File: src/rtl/core/efjd_pkg.sv
package efjd_pkg;

    localparam int MACHINES_DEFAULT = 32;

    localparam int TIME_W   = 20;
    localparam int PROC_W   = 10;
    localparam int MODE_W   = 2;
    localparam int INDEX_W  = 5;
    localparam int CFG_W    = 6;
    // Wide enough for any machine index and any machine count up to 256.
    localparam int ADDR_W   = 8;
    localparam int COUNT_W  = 9;

    localparam logic [MODE_W-1:0] MODE_LOAD     = 2'd0;
    localparam logic [MODE_W-1:0] MODE_DISPATCH = 2'd1;
    localparam logic [MODE_W-1:0] MODE_CLEAR    = 2'd2;

    // Search token handed from cell to cell.
    typedef struct packed {
        logic              valid;
        logic              found;
        logic [TIME_W-1:0] finish;
        logic [ADDR_W-1:0] idx;
    } token_t;

    // Broadcast controls from the sequencer to every cell.
    typedef struct packed {
        logic              load;
        logic              clear;
        logic              commit;
        logic [ADDR_W-1:0] addr;
        logic [PROC_W-1:0] proc;
        logic [TIME_W-1:0] finish;
    } ctl_t;

endpackage

File: src/rtl/core/efjd_cell.sv
module efjd_cell #(
    parameter int INDEX = 0
) (
    input  logic                          clk,
    input  logic                          rst_n,
    input  efjd_pkg::ctl_t                ctl,
    input  logic [efjd_pkg::COUNT_W-1:0]  count,
    input  efjd_pkg::token_t              tok_in,
    output efjd_pkg::token_t              tok_out
);

    logic [efjd_pkg::PROC_W-1:0] proc_reg;
    logic [efjd_pkg::TIME_W-1:0] free_reg;
    logic [efjd_pkg::TIME_W-1:0] free_next;
    efjd_pkg::token_t            tok_reg;
    efjd_pkg::token_t            tok_next;
    logic [efjd_pkg::TIME_W:0]   sum;
    logic [efjd_pkg::TIME_W-1:0] finish;
    logic                        enabled;
    logic                        selected;
    logic                        take;

    assign selected = (ctl.addr == efjd_pkg::ADDR_W'(INDEX));
    assign enabled  = (efjd_pkg::COUNT_W'(INDEX) < count);

    // Finish time on this machine, saturated at the top of the time range.
    assign sum    = {1'b0, free_reg} + (efjd_pkg::TIME_W + 1)'(proc_reg);
    assign finish = sum[efjd_pkg::TIME_W] ? '1 : sum[efjd_pkg::TIME_W-1:0];

    // Strictly smaller wins, so the lowest index keeps a tie.
    assign take = tok_in.valid && enabled && (!tok_in.found || (finish < tok_in.finish));

    always_comb
    begin
        tok_next = tok_in;
        if (take)
        begin
            tok_next.found  = 1'b1;
            tok_next.finish = finish;
            tok_next.idx    = efjd_pkg::ADDR_W'(INDEX);
        end
    end

    always_comb
    begin
        free_next = free_reg;
        if (ctl.clear)
        begin
            free_next = '0;
        end
        else if (ctl.commit && selected)
        begin
            free_next = ctl.finish;
        end
    end

    always_ff @(posedge clk or negedge rst_n)
    begin
        if (!rst_n)
        begin
            tok_reg  <= '0;
            free_reg <= '0;
        end
        else
        begin
            tok_reg  <= tok_next;
            free_reg <= free_next;
        end
    end

    always_ff @(posedge clk)
    begin
        if (ctl.load && selected)
        begin
            proc_reg <= ctl.proc;
        end
    end

    assign tok_out = tok_reg;

endmodule

File: src/rtl/core/earliest_finish_job_dispatcher_unit.sv
// Earliest-finish dispatcher over a row of MACHINES cells (1 to 32), each
// holding one machine's processing time and free time. A load or clear item
// leaves the block idle. A dispatch item sends a search token down the row,
// one cell per cycle, and the block takes no new item until the token has
// left the last cell and its result is in the output register; the winning
// cell's free time and the makespan are updated as the token leaves the last
// cell. A finished result waits in the output register while the next item
// is taken, or in hold registers while that is full. Configuration transfers
// are always accepted and must only occur while the block is idle.
module earliest_finish_job_dispatcher_unit #(
    parameter int MACHINES = efjd_pkg::MACHINES_DEFAULT
) (
    input  logic                          clk,
    input  logic                          rst_n,
    input  logic                          cfg_valid,
    output logic                          cfg_ready,
    input  logic [efjd_pkg::CFG_W-1:0]    cfg_data,
    input  logic                          in_valid,
    output logic                          in_ready,
    input  logic [efjd_pkg::MODE_W-1:0]   mode,
    input  logic [efjd_pkg::INDEX_W-1:0]  machine_index,
    input  logic [efjd_pkg::PROC_W-1:0]   proc_time,
    output logic                          out_valid,
    input  logic                          out_ready,
    output logic [efjd_pkg::INDEX_W-1:0]  machine,
    output logic [efjd_pkg::TIME_W-1:0]   finish_time,
    output logic [efjd_pkg::TIME_W-1:0]   makespan
);

    typedef enum logic [2:0] {
        S_IDLE = 3'b001,
        S_SCAN = 3'b010,
        S_HOLD = 3'b100
    } state_t;

    state_t                          state_reg;
    state_t                          state_next;
    logic [efjd_pkg::CFG_W-1:0]      count_reg;
    logic [efjd_pkg::COUNT_W-1:0]    count_ext;
    logic [efjd_pkg::COUNT_W-1:0]    eff_count;
    logic [efjd_pkg::TIME_W-1:0]     latest_reg;
    logic [efjd_pkg::TIME_W-1:0]     latest_next;
    logic [efjd_pkg::TIME_W-1:0]     new_latest;
    logic                            out_valid_reg;
    logic                            out_valid_next;
    logic [efjd_pkg::INDEX_W-1:0]    machine_reg;
    logic [efjd_pkg::INDEX_W-1:0]    machine_next;
    logic [efjd_pkg::TIME_W-1:0]     finish_reg;
    logic [efjd_pkg::TIME_W-1:0]     finish_next;
    logic [efjd_pkg::TIME_W-1:0]     span_reg;
    logic [efjd_pkg::TIME_W-1:0]     span_next;
    logic [efjd_pkg::INDEX_W-1:0]    hold_machine_reg;
    logic [efjd_pkg::INDEX_W-1:0]    hold_machine_next;
    logic [efjd_pkg::TIME_W-1:0]     hold_finish_reg;
    logic [efjd_pkg::TIME_W-1:0]     hold_finish_next;
    logic [efjd_pkg::TIME_W-1:0]     hold_span_reg;
    logic [efjd_pkg::TIME_W-1:0]     hold_span_next;
    logic                            accept;
    logic                            arrive;
    logic                            out_free;
    efjd_pkg::ctl_t                  ctl;
    efjd_pkg::token_t                head;
    efjd_pkg::token_t                chain [0:MACHINES];
    efjd_pkg::token_t                last;

    assign cfg_ready = 1'b1;
    assign in_ready  = (state_reg == S_IDLE);
    assign accept    = in_valid && in_ready;
    assign out_valid = out_valid_reg;
    assign out_free  = !out_valid_reg || out_ready;

    assign machine     = machine_reg;
    assign finish_time = finish_reg;
    assign makespan    = span_reg;

    // A count of zero enables machine 0 alone; larger counts stop at MACHINES.
    assign count_ext = efjd_pkg::COUNT_W'(count_reg);
    always_comb
    begin
        if (count_reg == '0)
        begin
            eff_count = efjd_pkg::COUNT_W'(1);
        end
        else if (count_ext > efjd_pkg::COUNT_W'(MACHINES))
        begin
            eff_count = efjd_pkg::COUNT_W'(MACHINES);
        end
        else
        begin
            eff_count = count_ext;
        end
    end

    always_comb
    begin
        head       = '0;
        head.valid = accept && (mode == efjd_pkg::MODE_DISPATCH);
    end

    assign chain[0] = head;

    assign last   = chain[MACHINES];
    assign arrive = (state_reg == S_SCAN) && last.valid;

    always_comb
    begin
        ctl.load   = accept && (mode == efjd_pkg::MODE_LOAD);
        ctl.clear  = accept && (mode == efjd_pkg::MODE_CLEAR);
        ctl.commit = arrive;
        ctl.addr   = arrive ? last.idx : efjd_pkg::ADDR_W'(machine_index);
        ctl.proc   = proc_time;
        ctl.finish = last.finish;
    end

    genvar gi;
    generate
        for (gi = 0; gi < MACHINES; gi++)
        begin : g_cell
            efjd_cell #(
                .INDEX (gi)
            ) u_cell (
                .clk     (clk),
                .rst_n   (rst_n),
                .ctl     (ctl),
                .count   (eff_count),
                .tok_in  (chain[gi]),
                .tok_out (chain[gi+1])
            );
        end
    endgenerate

    assign new_latest = (last.finish > latest_reg) ? last.finish : latest_reg;

    always_comb
    begin
        state_next        = state_reg;
        latest_next       = latest_reg;
        out_valid_next    = out_valid_reg;
        machine_next      = machine_reg;
        finish_next       = finish_reg;
        span_next         = span_reg;
        hold_machine_next = hold_machine_reg;
        hold_finish_next  = hold_finish_reg;
        hold_span_next    = hold_span_reg;

        if (out_valid_reg && out_ready)
        begin
            out_valid_next = 1'b0;
        end

        if (ctl.clear)
        begin
            latest_next = '0;
        end

        unique case (state_reg)
            S_IDLE:
            begin
                if (accept && (mode == efjd_pkg::MODE_DISPATCH))
                begin
                    state_next = S_SCAN;
                end
            end
            S_SCAN:
            begin
                if (arrive)
                begin
                    latest_next = new_latest;
                    if (out_free)
                    begin
                        out_valid_next = 1'b1;
                        machine_next   = last.idx[efjd_pkg::INDEX_W-1:0];
                        finish_next    = last.finish;
                        span_next      = new_latest;
                        state_next     = S_IDLE;
                    end
                    else
                    begin
                        hold_machine_next = last.idx[efjd_pkg::INDEX_W-1:0];
                        hold_finish_next  = last.finish;
                        hold_span_next    = new_latest;
                        state_next        = S_HOLD;
                    end
                end
            end
            S_HOLD:
            begin
                if (out_free)
                begin
                    out_valid_next = 1'b1;
                    machine_next   = hold_machine_reg;
                    finish_next    = hold_finish_reg;
                    span_next      = hold_span_reg;
                    state_next     = S_IDLE;
                end
            end
            default:
            begin
                state_next = S_IDLE;
            end
        endcase
    end

    always_ff @(posedge clk or negedge rst_n)
    begin
        if (!rst_n)
        begin
            state_reg     <= S_IDLE;
            count_reg     <= efjd_pkg::CFG_W'(1);
            latest_reg    <= '0;
            out_valid_reg <= 1'b0;
        end
        else
        begin
            state_reg     <= state_next;
            latest_reg    <= latest_next;
            out_valid_reg <= out_valid_next;
            if (cfg_valid && cfg_ready)
            begin
                count_reg <= cfg_data;
            end
        end
    end

    always_ff @(posedge clk)
    begin
        machine_reg      <= machine_next;
        finish_reg       <= finish_next;
        span_reg         <= span_next;
        hold_machine_reg <= hold_machine_next;
        hold_finish_reg  <= hold_finish_next;
        hold_span_reg    <= hold_span_next;
    end

endmodule
File: config.mk
export PLATFORM = sky130hd
export DESIGN_NAME = earliest_finish_job_dispatcher_unit
export DESIGN_NICKNAME = d
export VERILOG_FILES = /design/src/rtl/core/efjd_pkg.sv /design/src/rtl/core/efjd_cell.sv /design/src/rtl/core/earliest_finish_job_dispatcher_unit.sv
export SDC_FILE = /design/constraint.sdc
export NUM_CORES = 2
export LEC_CHECK = 0
export BUFFER_PORTS_ARGS = -buffer_cell sky130_fd_sc_hd__buf_2
export CAP_MARGIN = 10
export CORE_ASPECT_RATIO = 1.25
export CORE_MARGIN = 5
export CORE_UTILIZATION = 44
export CTS_BUF_LIST = sky130_fd_sc_hd__clkbuf_8 sky130_fd_sc_hd__clkbuf_16
export DETAILED_ROUTE_END_ITERATION = 10
export GPL_TIMING_DRIVEN = 0
export HOLD_SLACK_MARGIN = 0.03
export PLACE_DENSITY = 0.7
export SYNTH_ARGS = -nofsm -noshare
export SYNTH_HDL_FRONTEND = slang
export SYNTH_SLANG_ARGS = --single-unit
export TNS_END_PERCENT = 100
File: constraint.sdc
create_clock -name clk -period 13.67 [get_ports clk]
set_input_delay 2.0505 -clock clk [delete_from_list [all_inputs] [get_ports clk]]
set_output_delay 2.0505 -clock clk [all_outputs]
set_load 0.005 [all_outputs]
==> impl_metrics.csv <==
group,metric,value,unit
route,drtPass1Iterations,6,
die,die_area,255000,µm²
clocking,htreeDepth,4,
power_and_ir_drop,ir_worst_vdd,0.108,mV
route,wl_per_cell,22.5,µm
finish,syn_to_final_growth,11.3,%
clocking,clockBufferDepth,4,
clocking,cts_made_buffers,200,
global_route,grt_pass1_vias,79908,
die,ios,76,
setup_path,critical_path.max_fanout,10,
finish,drive_gt1_share,12.4,%
synth,synth_cells,10916,
min_path,min_path_type,"register to register",
place,gp_congestion,0.956,
global_route,overflow,0,
power_and_ir_drop,combPwrFrac,16.3,%
sta,layout_min_cycle_time,5.76,ns
synth,synth_nets,11905,
global_route,grt_max_degree,170,
die,fp.dieH,564,µm
synth,netlist_area,108000,µm²
clocking,post_cts_resized,0,
finish,final_util,49.1,%
place,place_ws,7.99,ns
sta,setup-tns-final,0,ns
sta,layout_setup_ws,7.91,ns
route,ant_nets,0,
power_and_ir_drop,power.switching,4.24,mW
clocking,clk_latency,0.90,ns
synth,ys_seq_elements,1912,
power_and_ir_drop,clkPwrFrac,38.2,%
global_route,grt_pass1_wl,493000,µm
clocking,hold_buffers,0,
setup_path,arrival,6.48,ns
place,dp_hpwl,242000,µm
synth,postSynth.asyncResetShare,78.6,%
finish,largest_register_ff_count,832,
synth,synth_common_cells,"nand2_1, dfrtp_1, a21oi_1",
power_and_ir_drop,seqPwrFrac,45.5,%
global_route,antenna_found_initial,20,
route,drt_iter0_markers,7864,
sta,fin_crit_sh,42.1,%
setup_path,crit_path_start_kind,"register",
sta,slew-limit-headroom,6.50,%
route,num_vias,82843,
synth,synthFlopType,"dfrtp_1",
clocking,post_cts_buffers,0,
power_and_ir_drop,total_power,14.5,mW
synth,ys_seq_area_share,46.2,%
power_and_ir_drop,p_sw_share,29.2,%
place,port_buffers,73,
min_path,whs_path_depth,0,
synth,synth.distinct_cells,112,
status,outcome,"finished clean",
power_and_ir_drop,p_per_area,121,nW/µm²
synth,yosys.cell_count.top_type,"nand2_1",
die,core,245000,µm²
sta,slew_violations,0,
clocking,cts_tree,"done",
setup_path,crit_type,"register to register",
die,die_w,453,µm
clocking,root_buffer,"clkbuf_16",
route,routed_via_density,5.63,
sta,finalSetupViolCount,0,
clocking,clk_pin_slew,0.07,ns
sta,rsz0062_at_grt,"no",
sta,worst_pin_slew,1.40,ns
job,cap_violations,0,
synth,synth.area.top_cells,"dfrtp_1, edfxtp_1, ha_1, mux2_2, nand2_1",
synth,synth_top_area_share,34.8,%
route,drc,0,
synth,synth_area_leader_cell,"dfrtp_1",
clocking,clock_sinks,1912,
sta,whs,0.347,ns
sta,max_freq,0.174,GHz
sta,skew,0.0810,ns
route,wl,331000,µm
sta,hold_violations,0,
setup_path,critPathCaptureType,"register",
synth,avgSynthCellArea,9.89,µm²
setup_path,cp.required,14.39,ns
synth,synth-edff-count,410,
power_and_ir_drop,p_int,10.3,mW
die,initial_core_util,44.1,%
finish,layout.nets,12228,
synth,ys_warn_count,0,
setup_path,ff2ff_path_depth,19,
power_and_ir_drop,leakage,54.2,nW
global_route,track_usage,25.3,%
die,row_count,203,
-- area by class of cell --
| type | count | area, µm² |
|---|---|---|
| Fill cell | 22296 | 124000 |
| Multi-Input combinational cell | 7819 | 53400 |
| Sequential cell | 1912 | 49900 |
| Clock buffer | 234 | 5600 |
| Tap cell | 3280 | 4100 |
| Inverter | 726 | 2730 |
| Buffer | 459 | 1980 |
| Timing Repair Buffer | 121 | 1390 |
| Clock inverter | 128 | 995 |
| Antenna cell | 27 | 67.6 |
-- layer usage --
metal / part of all wire [%] / global-route usage (%) / vias up
met5: 0.0082 / 0 / -
met4: 6.7 / 14.3 / 4
met3: 6.7 / 3.81 / 866
met2: 47 / 42.2 / 2896
met1: 39 / 31.5 / 40268
li1: - / - / 38809
-- layout by cell type (no fill, tap or decap), types with 25 or more instances in the layout --
cell type,Yosys,layout
dfrtp_1,1500,1500
nand3_1,215,215
a211oi_1,104,104
o21ai_0,340,333
nand4_1,122,122
xnor2_1,112,112
nor4_1,25,25
a31oi_1,112,112
o21a_1,97,96
buf_16,0,25
xor2_1,151,151
mux2_2,713,713
edfxtp_1,410,410
inv_1,726,770
clkinv_2,0,40
fa_1,32,32
clkbuf_1,362,352
nor2_1,462,461
nor2b_1,90,90
o31ai_1,49,49
o211ai_1,68,68
and3_1,103,103
clkbuf_16,0,211
a21o_1,188,188
buf_2,59,121
a21oi_1,1023,1023
nand2b_1,152,152
or2_2,77,77
diode_2,0,27
buf_4,18,33
nor3_1,108,108
and2_1,75,75
or3_1,38,38
and4_1,30,30
ha_1,929,929
nand2_1,1969,1969
o21bai_1,41,41
-- worst paths after layout --
kind                       slack (ns)                                       from                                      end
max in group asynchronous        9.36                                      rst_n  g_cell[20].u_cell.tok_out[19]$_DFF_PN0_
hold / removal                   0.35    g_cell[24].u_cell.tok_out[29]$_DFF_PN0_  g_cell[25].u_cell.tok_out[29]$_DFF_PN0_
setup reg to reg                 7.91  g_cell[26].u_cell.free_reg[0]$_DFFE_PN0P_  g_cell[26].u_cell.tok_out[21]$_DFF_PN0_
min in group asynchronous        1.10                                      rst_n    g_cell[7].u_cell.tok_out[2]$_DFF_PN0_
hold reg to reg                  0.35    g_cell[24].u_cell.tok_out[29]$_DFF_PN0_  g_cell[25].u_cell.tok_out[29]$_DFF_PN0_
setup / recovery                 7.91  g_cell[26].u_cell.free_reg[0]$_DFFE_PN0P_  g_cell[26].u_cell.tok_out[21]$_DFF_PN0_
-- cell families (layout without fill, tap and decap cells) --
logic type      count (synthesis)  count (layout)  share of synthesized area [%]
simple gates                 3540            3540                           14.7
compound gates               2282            2282                           13.1
flops                        1912            1912                           46.2
buf+inv                      1185            1668                           4.35
fa+ha+maj                     961             961                           11.4
mux                           772             772                           8.09
xor+xnor                      263             263                           2.13
other cells                     1              28                        0.00347
-- power by group through the flow --
stage / sequential, mW / clock [mW] / combinational, mW
6_report: 6.61 / 5.54 / 2.37
5_1_grt: 6.63 / 5.83 / 2.50
4_1_cts: 6.60 / 5.60 / 2.33
3_5_place_dp: 6.70 / 0 / 2.31
3_3_place_gp: 6.72 / 0 / 2.21
2_1_floorplan: 6.52 / 0 / 1.25
-- per-stage QoR --
step	std cells	area, µm²
floorplan	10916	108000
global placement	14269	112000
detailed placement	14313	113000
CTS	14675	120000
global route	14691	120000
finish	14706	120000
-- worst max-delay path: stages, from the launching register on --
cell      delay (ns)
dfrtp_1         0.38
ha_1            0.24
fa_1            0.43
a211oi_1        0.31
o21ai_0         0.19
a31oi_1         0.36
o21ai_1         0.30
nand2_2         0.28
clkbuf_1        0.39
o21ai_0         0.23
ha_1            0.34
a21oi_1         0.16
nor2_1          0.06
nor2_1          0.08
a21oi_1         0.08
o221ai_1        0.28
nand3_1         0.15
a211oi_2        0.69
buf_4           0.32
mux2_2          0.38
Note: power is estimated with default switching activity, not from simulation.
